$ cat config.mk
export PLATFORM = sky130hd
export DESIGN_NAME = ordered_array_list
export DESIGN_NICKNAME = d
export VERILOG_FILES = /design/src/rtl/olst_pkg.sv /design/src/rtl/olst_store.sv /design/src/rtl/olst_seq.sv /design/src/rtl/ordered_array_list.sv
export SDC_FILE = /design/constraint.sdc
export NUM_CORES = 1
export LEC_CHECK = 0
export ABC_AREA = 1
export BUFFER_PORTS_ARGS = -buffer_cell sky130_fd_sc_hd__buf_2
export CAP_MARGIN = 20
export CORE_ASPECT_RATIO = 1.5
export CORE_MARGIN = 10
export CORE_UTILIZATION = 41
export CTS_CLUSTER_DIAMETER = 40
export DETAILED_ROUTE_END_ITERATION = 8
export PLACE_DENSITY = 0.56
export SYNTH_ARGS = -nofsm -noshare
export SYNTH_HDL_FRONTEND = slang
export SYNTH_SLANG_ARGS = --single-unit
$ cat constraint.sdc
create_clock -name clk -period 11.5 [get_ports clk]
set_clock_uncertainty 0.1 [all_clocks]
set_input_delay 1.15 -clock clk [delete_from_list [all_inputs] [get_ports clk]]
set_output_delay 1.15 -clock clk [all_outputs]
set_load 0.005 [all_outputs]
$ cat src/rtl/olst_pkg.sv
// Shared types, codes and sizes for the ordered array list.
// No dependencies; every other file imports this package.
`timescale 1ns / 1ps

package olst_pkg;

  localparam int CAPACITY = 8;
  localparam int ADDR_W   = $clog2(CAPACITY);
  localparam int CNT_W    = 4;
  localparam int POS_W    = 4;
  localparam int VAL_W    = 32;
  localparam int CMD_W    = 2;
  localparam int STAT_W   = 3;

  localparam logic [CMD_W-1:0] CMD_INSERT = 2'd0;
  localparam logic [CMD_W-1:0] CMD_DELETE = 2'd1;
  localparam logic [CMD_W-1:0] CMD_LOCATE = 2'd2;
  localparam logic [CMD_W-1:0] CMD_READ   = 2'd3;

  localparam logic [STAT_W-1:0] ST_OK       = 3'd0;
  localparam logic [STAT_W-1:0] ST_FULL     = 3'd1;
  localparam logic [STAT_W-1:0] ST_EMPTY    = 3'd2;
  localparam logic [STAT_W-1:0] ST_BADPOS   = 3'd3;
  localparam logic [STAT_W-1:0] ST_NOTFOUND = 3'd4;

  typedef struct packed {
    logic              re;
    logic [ADDR_W-1:0] raddr;
    logic              we;
    logic [ADDR_W-1:0] waddr;
    logic [VAL_W-1:0]  wdata;
  } mem_req_t;

  typedef struct packed {
    logic [STAT_W-1:0] status;
    logic [CNT_W-1:0]  found_position;
    logic [VAL_W-1:0]  read_value;
    logic [CNT_W-1:0]  item_count;
  } result_t;

endpackage

$ cat src/rtl/olst_store.sv
// Entry store: one write port and one registered read port.
// Depends on olst_pkg.
`timescale 1ns / 1ps

module olst_store (
  input  logic                            clk,
  input  olst_pkg::mem_req_t              req,
  output logic [olst_pkg::VAL_W-1:0]      rdata
);
  import olst_pkg::*;

  logic [VAL_W-1:0] mem [CAPACITY];
  logic [VAL_W-1:0] rdata_r;

  always_ff @(posedge clk) begin
    if (req.we) begin
      mem[req.waddr] <= req.wdata;
    end
    if (req.re) begin
      rdata_r <= mem[req.raddr];
    end
  end

  assign rdata = rdata_r;

endmodule

$ cat src/rtl/olst_seq.sv
// Command sequencer: range checks, shift loop over the store, scan with the
// equality compare, and result assembly. Depends on olst_pkg.
`timescale 1ns / 1ps

module olst_seq (
  input  logic                          clk,
  input  logic                          rst_n,
  input  logic                          in_valid,
  output logic                          in_ready,
  input  logic [olst_pkg::CMD_W-1:0]    in_cmd,
  input  logic [olst_pkg::POS_W-1:0]    in_position,
  input  logic [olst_pkg::VAL_W-1:0]    in_value,
  output olst_pkg::mem_req_t            mem_req,
  input  logic [olst_pkg::VAL_W-1:0]    mem_rdata,
  output logic                          res_valid,
  input  logic                          res_ready,
  output olst_pkg::result_t             res
);
  import olst_pkg::*;

  localparam logic [2:0] S_IDLE  = 3'd0;
  localparam logic [2:0] S_SHIFT = 3'd1;
  localparam logic [2:0] S_PUT   = 3'd2;
  localparam logic [2:0] S_SCAN  = 3'd3;
  localparam logic [2:0] S_FETCH = 3'd4;
  localparam logic [2:0] S_GRAB  = 3'd5;
  localparam logic [2:0] S_DONE  = 3'd6;

  logic [2:0]        state_r, state_nxt;
  logic [CNT_W-1:0]  count_r, count_nxt;
  logic [CMD_W-1:0]  cmd_r, cmd_nxt;
  logic [VAL_W-1:0]  val_r, val_nxt;
  logic [ADDR_W-1:0] ins_addr_r, ins_addr_nxt;
  logic [ADDR_W-1:0] rd_addr_r, rd_addr_nxt;
  logic [CNT_W-1:0]  left_r, left_nxt;
  logic              pend_r, pend_nxt;
  logic [ADDR_W-1:0] pend_addr_r, pend_addr_nxt;
  logic [STAT_W-1:0] status_r, status_nxt;
  logic [CNT_W-1:0]  found_r, found_nxt;
  logic [VAL_W-1:0]  rdv_r, rdv_nxt;

  logic [CNT_W:0] cnt_x, pos_x, cnt_p1;
  logic           pos_ok_ins, pos_ok, empty, full, hit;

  assign cnt_x      = {1'b0, count_r};
  assign pos_x      = {1'b0, in_position};
  assign cnt_p1     = cnt_x + (CNT_W+1)'(1);
  assign pos_ok_ins = (in_position != '0) && (pos_x <= cnt_p1);
  assign pos_ok     = (in_position != '0) && (pos_x <= cnt_x);
  assign empty      = (count_r == '0);
  assign full       = (count_r >= CNT_W'(CAPACITY));
  // the one comparator: scan match
  assign hit        = pend_r && (mem_rdata == val_r);

  assign in_ready  = (state_r == S_IDLE);
  assign res_valid = (state_r == S_DONE);
  assign res       = '{status: status_r, found_position: found_r,
                       read_value: rdv_r, item_count: count_r};

  always_comb begin
    state_nxt     = state_r;
    count_nxt     = count_r;
    cmd_nxt       = cmd_r;
    val_nxt       = val_r;
    ins_addr_nxt  = ins_addr_r;
    rd_addr_nxt   = rd_addr_r;
    left_nxt      = left_r;
    pend_nxt      = 1'b0;
    pend_addr_nxt = pend_addr_r;
    status_nxt    = status_r;
    found_nxt     = found_r;
    rdv_nxt       = rdv_r;
    mem_req       = '{re: 1'b0, raddr: rd_addr_r, we: 1'b0, waddr: '0, wdata: mem_rdata};

    case (state_r)
      S_IDLE: begin
        if (in_valid) begin
          cmd_nxt      = in_cmd;
          val_nxt      = in_value;
          ins_addr_nxt = ADDR_W'(in_position - POS_W'(1));
          status_nxt   = ST_OK;
          found_nxt    = '0;
          rdv_nxt      = '0;
          state_nxt    = S_DONE;
          case (in_cmd)
            CMD_INSERT: begin
              if (!pos_ok_ins) begin
                status_nxt = ST_BADPOS;
              end else if (full) begin
                status_nxt = ST_FULL;
              end else begin
                rd_addr_nxt = ADDR_W'(count_r - CNT_W'(1));
                left_nxt    = CNT_W'(cnt_p1 - pos_x);
                state_nxt   = S_SHIFT;
              end
            end
            CMD_DELETE: begin
              if (empty) begin
                status_nxt = ST_EMPTY;
              end else if (!pos_ok) begin
                status_nxt = ST_BADPOS;
              end else begin
                rd_addr_nxt = ADDR_W'(in_position);
                left_nxt    = CNT_W'(cnt_x - pos_x);
                state_nxt   = S_SHIFT;
              end
            end
            CMD_LOCATE: begin
              if (empty) begin
                status_nxt = ST_EMPTY;
              end else begin
                rd_addr_nxt = '0;
                left_nxt    = count_r;
                state_nxt   = S_SCAN;
              end
            end
            default: begin
              if (empty) begin
                status_nxt = ST_EMPTY;
              end else if (!pos_ok) begin
                status_nxt = ST_BADPOS;
              end else begin
                rd_addr_nxt = ADDR_W'(in_position - POS_W'(1));
                state_nxt   = S_FETCH;
              end
            end
          endcase
        end
      end

      // read one entry a beat, write the previous one a slot up or down
      S_SHIFT: begin
        if (left_r != '0) begin
          mem_req.re    = 1'b1;
          pend_nxt      = 1'b1;
          pend_addr_nxt = rd_addr_r;
          left_nxt      = left_r - CNT_W'(1);
          rd_addr_nxt   = (cmd_r == CMD_INSERT) ? rd_addr_r - ADDR_W'(1)
                                                : rd_addr_r + ADDR_W'(1);
        end
        if (pend_r) begin
          mem_req.we    = 1'b1;
          mem_req.waddr = (cmd_r == CMD_INSERT) ? pend_addr_r + ADDR_W'(1)
                                                : pend_addr_r - ADDR_W'(1);
        end
        if (left_r == '0 && !pend_r) begin
          if (cmd_r == CMD_INSERT) begin
            state_nxt = S_PUT;
          end else begin
            count_nxt = count_r - CNT_W'(1);
            state_nxt = S_DONE;
          end
        end
      end

      S_PUT: begin
        mem_req.we    = 1'b1;
        mem_req.waddr = ins_addr_r;
        mem_req.wdata = val_r;
        count_nxt     = count_r + CNT_W'(1);
        state_nxt     = S_DONE;
      end

      S_SCAN: begin
        if (hit) begin
          found_nxt = CNT_W'(pend_addr_r) + CNT_W'(1);
          state_nxt = S_DONE;
        end else begin
          if (left_r != '0) begin
            mem_req.re    = 1'b1;
            pend_nxt      = 1'b1;
            pend_addr_nxt = rd_addr_r;
            left_nxt      = left_r - CNT_W'(1);
            rd_addr_nxt   = rd_addr_r + ADDR_W'(1);
          end else if (pend_r) begin
            status_nxt = ST_NOTFOUND;
            state_nxt  = S_DONE;
          end
        end
      end

      S_FETCH: begin
        mem_req.re = 1'b1;
        state_nxt  = S_GRAB;
      end

      S_GRAB: begin
        rdv_nxt   = mem_rdata;
        state_nxt = S_DONE;
      end

      S_DONE: begin
        if (res_ready) begin
          state_nxt = S_IDLE;
        end
      end

      default: begin
        state_nxt = S_IDLE;
      end
    endcase
  end

  always_ff @(posedge clk) begin
    if (!rst_n) begin
      state_r <= S_IDLE;
      count_r <= '0;
      pend_r  <= 1'b0;
    end else begin
      state_r <= state_nxt;
      count_r <= count_nxt;
      pend_r  <= pend_nxt;
    end
  end

  always_ff @(posedge clk) begin
    cmd_r       <= cmd_nxt;
    val_r       <= val_nxt;
    ins_addr_r  <= ins_addr_nxt;
    rd_addr_r   <= rd_addr_nxt;
    left_r      <= left_nxt;
    pend_addr_r <= pend_addr_nxt;
    status_r    <= status_nxt;
    found_r     <= found_nxt;
    rdv_r       <= rdv_nxt;
  end

endmodule

$ cat src/rtl/ordered_array_list.sv
// Ordered array list, top level: sequencer, entry store and output register.
// Depends on olst_pkg, olst_store and olst_seq.
//
// Usage: commands arrive on the in_ channel (valid/ready): insert, delete,
// locate or read, with a 1-based position and a 32-bit value. Each command
// yields exactly one result beat on the out_ channel carrying status,
// found position, read value and the entry count after the command.
// A refused command goes straight to its result. Read fetches the entry from
// the store; locate scans the entries in order up to the first match. Insert
// moves the entries from the position up one slot and then writes the new
// value; delete moves the entries behind the position down one slot. The worst
// case is an insert at the head of a list of seven. The rate is set by
// the single read port of the entry store: the shift and scan loops move
// one entry a cycle.
// One command is in work at a time; in_ready is high only while idle.
// The result sits in an output register, so the next command is taken while
// a result still waits; a stalled receiver holds the result there and the
// sequencer waits with the next one until the register frees up.
// Reset empties the list (count zero); entries are not cleared.
`timescale 1ns / 1ps

module ordered_array_list (
  input  logic                                clk,
  input  logic                                rst_n,
  input  logic                                in_valid,
  output logic                                in_ready,
  input  logic [olst_pkg::CMD_W-1:0]          in_cmd,
  input  logic [olst_pkg::POS_W-1:0]          in_position,
  input  logic signed [olst_pkg::VAL_W-1:0]   in_value,
  output logic                                out_valid,
  input  logic                                out_ready,
  output logic [olst_pkg::STAT_W-1:0]         out_status,
  output logic [olst_pkg::CNT_W-1:0]          out_found_position,
  output logic signed [olst_pkg::VAL_W-1:0]   out_read_value,
  output logic [olst_pkg::CNT_W-1:0]          out_item_count
);
  import olst_pkg::*;

  mem_req_t         mem_req;
  logic [VAL_W-1:0] mem_rdata;
  logic             res_valid, res_ready;
  result_t          res;

  logic    out_valid_r, out_valid_nxt;
  result_t out_res_r;

  olst_store u_store (
    .clk   (clk),
    .req   (mem_req),
    .rdata (mem_rdata)
  );

  olst_seq u_seq (
    .clk         (clk),
    .rst_n       (rst_n),
    .in_valid    (in_valid),
    .in_ready    (in_ready),
    .in_cmd      (in_cmd),
    .in_position (in_position),
    .in_value    (in_value),
    .mem_req     (mem_req),
    .mem_rdata   (mem_rdata),
    .res_valid   (res_valid),
    .res_ready   (res_ready),
    .res         (res)
  );

  assign res_ready = !out_valid_r || out_ready;

  always_comb begin
    out_valid_nxt = out_valid_r;
    if (res_valid && res_ready) begin
      out_valid_nxt = 1'b1;
    end else if (out_ready) begin
      out_valid_nxt = 1'b0;
    end
  end

  always_ff @(posedge clk) begin
    if (!rst_n) begin
      out_valid_r <= 1'b0;
    end else begin
      out_valid_r <= out_valid_nxt;
    end
  end

  always_ff @(posedge clk) begin
    if (res_valid && res_ready) begin
      out_res_r <= res;
    end
  end

  assign out_valid          = out_valid_r;
  assign out_status         = out_res_r.status;
  assign out_found_position = out_res_r.found_position;
  assign out_read_value     = out_res_r.read_value;
  assign out_item_count     = out_res_r.item_count;

endmodule

## After elaboration in Yosys (flattened, before gate mapping)

Memories as Yosys holds them, arrays and structs flattened. A register that Yosys moved wholly into a read port is not among the register bits.
Cells that the tools add are included.
W data, S select, Z words.

| storage, ports and cells | value |
|---|---|
| register bits after elaboration | 138 |
| bits in writable memories | 256 |
| bits of input ports | 42 |
| output and inout bits | 45 |
| word-level logic and storage cells | 167 |
| memories kept | 1 |

| operators by class | value |
|---|---|
| add/subtract/negate cells | 12 |
| magnitude comparators | 3 |
| eq/ne operators | 29 |
| muxes and demuxes | 74 |
| reduce and logical (&&, ||, !) cells | 31 |

Memories:

| name | depth | bits a word | read ports | clocked after Yosys merged registers in | write ports | RTL line | RTL |
|---|---|---|---|---|---|---|---|
| u_store.mem | 8 | 32 | 1 | 1 | 1 | olst_store.sv:12 | `logic [VAL_W-1:0] mem [CAPACITY];` |

Operators by type and width:

| operator | count |
|---|---|
| $mux W3 | 34 |
| $mux W32 | 2 |
| $pmux W32 S2 | 1 |
| $mux W4 | 13 |
| $eq A32 B32 Y1 | 1 |
| $pmux W3 S3 | 3 |
| $pmux W4 S2 | 3 |
| $pmux W4 S3 | 2 |
| $pmux W3 S2 | 3 |
| $pmux W3 S6 | 1 |
| $ne A2 B1 Y1 const B | 6 |
| $ne A3 B3 Y1 const B | 4 |
| $reduce_and A12 Y1 | 1 |
| $reduce_and A5 Y1 | 2 |
| $reduce_bool A2 Y1 | 5 |
| $eq A3 B3 Y1 const B | 3 |
| $ne A3 B2 Y1 const B | 3 |
| $reduce_and A9 Y1 | 1 |
| $sub A3 B1 Y3 const B | 3 |
| $logic_not A4 Y1 | 2 |
| $ne A2 B2 Y1 const B | 4 |
| $ne A4 B1 Y1 const B | 2 |
| $reduce_bool A4 Y1 | 2 |
| $sub A4 B1 Y4 const B | 2 |
| 26 further kinds | 46 |

## Depth between registers and ports, before layout

| depth | value |
|---|---|
| depth after elaboration | 7 |
| mapped depth | 18 |
| gate-level depth less buffers | 18 |

## Cells and area by module

From an unflattened synthesis, not the netlist that was laid out.

| unflattened totals | value |
|---|---|
| cell total of the unflattened synthesis | 1,881 |
| area, all modules | 19,119.6 um^2 |

Modules (own cells, without submodules):

| module | times used | cells each | area an instance (um^2) | seq. area each (um^2) |
|---|---|---|---|---|
| olst_store | 1 | 1,156 | 12,192.9 | 8,648.3 |
| olst_seq | 1 | 675 | 5,584.1 | 2,742.6 |
| ordered_array_list | 1 | 50 | 1,342.5 | 1,311.3 |

## Least setup slack after synthesis

No wires, ideal clock.

| path | value |
|---|---|
| path kind | register to register |
| from | register u_seq.pend_addr_r[0] |
| to | memory u_store.mem[0][0] (enable) |
| library setup time | 0.470 ns |
| arrival | 3.801 ns |
| data required time | 10.930 ns |
| path slack | 7.129 ns |
| stages on the path, launching flop included | 10 |
| buffers on the path | 0 |
| period minus slack after synthesis | 4.371 ns |
| path through | edfxtp_1 inv_1 fa_1 xnor2_1 o21ai_1 a21o_1 o21ai_2 inv_2 nand2_1 a211oi_1 |

| between the ends | value |
|---|---|
| word-level cells in the longest chain between the ends | 4 |
| elaborated cells on any way between the ends | 5 |
| classes of those cells | 2 x add/sub; 3 x mux |

Ends and longest elaborated chain:

| what | RTL line | RTL |
|---|---|---|
| start: declaration | olst_seq.sv:37 | `logic [ADDR_W-1:0] pend_addr_r, pend_addr_nxt;` |
| start signal: assignment | olst_seq.sv:222 | `pend_addr_r <= pend_addr_nxt;` |
| $sub A3 B1 Y3 or $add A3 B1 Y3 (tied branches) | olst_seq.sv:144, olst_seq.sv:143 |  |
| $mux W3 * | olst_seq.sv:143 | `mem_req.waddr = (cmd_r == CMD_INSERT) ? pend_addr_r + ADDR_W'(1)` |
| $mux W4 * | olst_seq.sv:141 | `if (pend_r) begin` |
| $pmux W4 S2 * | olst_seq.sv:75 | `case (state_r)` |
| end: declaration | olst_store.sv:12 |  |

Mark *: on every way between the ends. The rest lies on a longest branch, timed or not.

## Worst setup path after layout

| path | value |
|---|---|
| from | register u_seq.state_r[1] |
| to | memory u_store.mem[4][13] (enable) |

| between the ends | value |
|---|---|
| word-level cells in the longest chain between the ends | 4 |
| elaborated cells on any way between the ends | 5 |
| classes of those cells | 2 x eq/ne; 3 x mux |

Ends and longest elaborated chain:

| what | RTL line | RTL |
|---|---|---|
| start: declaration | olst_seq.sv:29 | `logic [2:0] state_r, state_nxt;` |
| start signal: assignment | olst_seq.sv:210 | `state_r <= state_nxt;` |
| $eq A3 B2 Y1 or $eq A3 B1 Y1 (tied branches) | olst_seq.sv:75 |  |
| $pmux W4 S2 * | olst_seq.sv:75 |  |
| $mux W1 | olst_store.sv:16 | `if (req.we) begin` |
| $mux W1 (not written as such) | olst_store.sv:17 | `mem[req.waddr] <= req.wdata;` |

Marked as above.

==> metrics.yaml <==
synth_xor_area_share_pct: 1.29
finalSetupTns_ns: 0
cts_tree: "done"
rsz0062_at_grt: "false"
hold_viol_final: 0
grt_antenna_before_repair: 0
path_class: "flop to flop"
pwr-share-comb_pct: 32.1
yosys_warnings: 0
r2r_cells: 8
gp_congestion: 0.828
port_buffers: 86
dp_hpwl_um: 26000
grtUsageTotal_pct: 16.1
routed_wl_um: 42300
p_total_mw: 5.78
worstSetupStartpointType: "flop"
cp-end-kind: "flop"
wl_per_cell_um: 19.6
hold_path.class: "flop to flop"
fmax_ghz: 0.271
swShare_pct: 36.2
maxSlewHeadroom_pct: 29.2
synth_top_area_cell: "edfxtp_1"
synth-main-ff-cell: "edfxtp_1"
netlist.area_leader.share_pct: 70.7
synth_compound_area_share_pct: 9.30
io_pins: 87
ys_seq_area_share_pct: 71.8
power_frac_clock_pct: 24.3
start_util_pct: 41.3
core_um2: 42800
min_period_ns: 3.69
synth-simple-area-share_pct: 11.9
cts_resized: 0
numCtsBuffers: 45
cp_data_arrival_time_ns: 3.85
syn2layout_area_growth_pct: 15.0
ctsHoldBuffers: 0
tightest_slew_ns: 1.05
yosysUniqueCellTypes: 49
grt_pass1_wl_um: 64500
fp.dieH_um: 274
synthAdderAreaFrac_pct: 1.82
grt-ovfl-total: 0
cts.sinks: 426
final-setup-viol-count: 0
post_cts_buffers: 0
seq_power_share_pct: 43.6
synth_area_leaders: "edfxtp_1 (71%), nor2_1 (7.2%), o21ai_0 (5.1%)"
p_sw_mw: 2.09
synthesis.area_um2: 17700
ys_seq_elements: 426
r2r_setup_slack_ns: 7.81
yosysMostFrequentCell: "edfxtp_1"
die_w_um: 190
ant_nets: 0
status: "completed"
finalCritPeriodShare_pct: 32.1
die-area_um2: 52100
synth.area.mux_share_pct: 0.0636
antenna_cells: 0
cts_root_buffer: "clkbuf_16"
p_leak_nw: 7.29
syn_avg_cell_area_um2: 12.1
reg2reg_to: "u_store.mem[4][13]"
grt_max_degree: 94
layout-drive-gt1-share_pct: 13.5
slew_violations: 0
r2r-start: "u_seq.state_r[1]"
synth_nets: 1532
max-vdd-ir-drop_mv: 0.122
hold_start: "u_seq.rdv_r[8]"
min_to: "out_read_value[8]"
grt_pass1_vias: 11000
dr.pass1.iters: 5
fin_area_um2: 20400
drtIter0Drc: 874
cp_max_fo: 55
final_nets: 1627
clock_path_buffers: 3
power_density_nw_per_um2: 284
synthArstFlopShare_pct: 0
min_path_cells: 0
htree_levels: 2
syn-instance-count: 1466
rows: 93
yosys-top-cells-count: "edfxtp_1 (417), nor2_1 (340), o21ai_0 (181)"
synth_edf_count: 417
vias_per_cell: 5.18
placed_cell_area_um2: 18900
synth_top_family_by_area: "simple AND/OR/NAND/NOR gates"
required_ns: 11.66
drv_cap: 0
power.internal_mw: 3.69
clkSlewWorstSetupHoldPaths_ns: 0.06
vias: 11200
drc: 0
clk_latency_ns: 0.56
fillers: 3848
[worst max-delay path by stage]
stage | end | from | cells after the start | slack [ns]
after floorplan | u_store.mem[0][0] | u_seq.pend_addr_r[0] | 9 | 7.13
after global placement | u_store.mem[4][12] | u_seq.state_r[1] | 7 | 7.69
after detailed placement | u_store.mem[6][13] | u_seq.state_r[1] | 7 | 7.51
after CTS | u_store.mem[6][27] | u_seq.state_r[1] | 7 | 7.50
after global routing | u_store.mem[4][6] | u_seq.state_r[1] | 8 | 7.54
final | u_store.mem[4][13] | u_seq.state_r[1] | 8 | 7.81
[worst max-delay path: stages, from the launching register on]
cell	delay [ns]
dfxtp_1	0.54
inv_2	0.17
nor3_4	0.56
buf_4	0.58
inv_1	0.25
o21ai_2	0.28
nand2_2	0.14
nor2_4	0.51
buf_16	0.25
[logic make-up (layout without fill, tap and decap cells)]
logic type               Yosys count  count (layout)
AND/OR/NAND/NOR                  517             517
buffers and inverters            175             301
adder cells (fa/ha/maj)           24              24
multiplexers                       1               1
AO/OA/AOI/OAI                    297             297
XOR/XNOR                          26              26
flip-flops                       426             426
[metrics by stage]
stage	instances	hold slack, ns	utilization [%]	setup WS [ns]
6_report	2162	0.316	47.6	7.81
5_1_grt	2162	0.325	47.6	7.54
4_1_cts	2159	0.318	47.4	7.50
3_5_place_dp	2081	0.305	44.1	7.51
3_3_place_gp	2080	0.302	44.0	7.69
2_1_floorplan	1466	0.300	-	7.13
[power groups by stage]
stage	Sequential [mW]	Clock, mW	Combinational [mW]
finish	2.52	1.41	1.86
global route	2.55	1.50	2.09
CTS	2.52	1.44	1.88
detailed placement	2.55	0	1.87
global placement	2.54	0	1.84
floorplan	2.52	0	1.23
[cell type report]
| type | instances | area, um^2 | area share, % |
|---|---|---|---|
| clock buffers | 54 | 1180 | 5.80 |
| clock inverters | 24 | 253 | 1.24 |
| inverters | 115 | 447 | 2.19 |
| multi-input cells | 865 | 4420 | 21.7 |
| flip-flops and latches | 426 | 12700 | 62.4 |
| well taps | 570 | 713 | 3.50 |
| repair buffers | 108 | 648 | 3.18 |
[cells in the final DEF, fill, tap and decap left out, types with 6 or more instances in the layout]
cell type  Yosys  routed
a21oi_1       23      23
a31oi_1       34      34
buf_2          9      86
buf_4          0      18
clkbuf_1      47       8
clkbuf_16      0      46
clkinv_1       1       7
dfxtp_1        9       9
edfxtp_1     417     417
ha_1          21      21
inv_1        105     102
inv_2          6       8
nand2_1      122     122
nand3_1       20      20
nand4_1        8       8
nor2_1       340     331
nor2_4         1      10
nor3_1         8       8
o21ai_0      181     179
o22ai_1       38      38
xnor2_1       20      20
xor2_1         6       6
[state kept, by name, summed over array words and instances (netlist names), 4 cells and up]
signal	count
u_store.rdata	32
out_found_position	4
out_item_count	4
u_seq.val_r	32
u_seq.found_r	4
out_read_value	32
u_store.mem	256
u_seq.count_r	4
u_seq.left_r	4
u_seq.rdv_r	32
[per-layer routing]
layer  wire (um)  track usage (%)  vias to the layer above
li1            -                -                     5355
met1       17500             19.9                     5449
met2       21600             28.5                      336
met3        2210             2.31                       63
met4         988             5.19                        0
met5           0                0                        -
No activity file was read; power rests on OpenSTA's default activity.
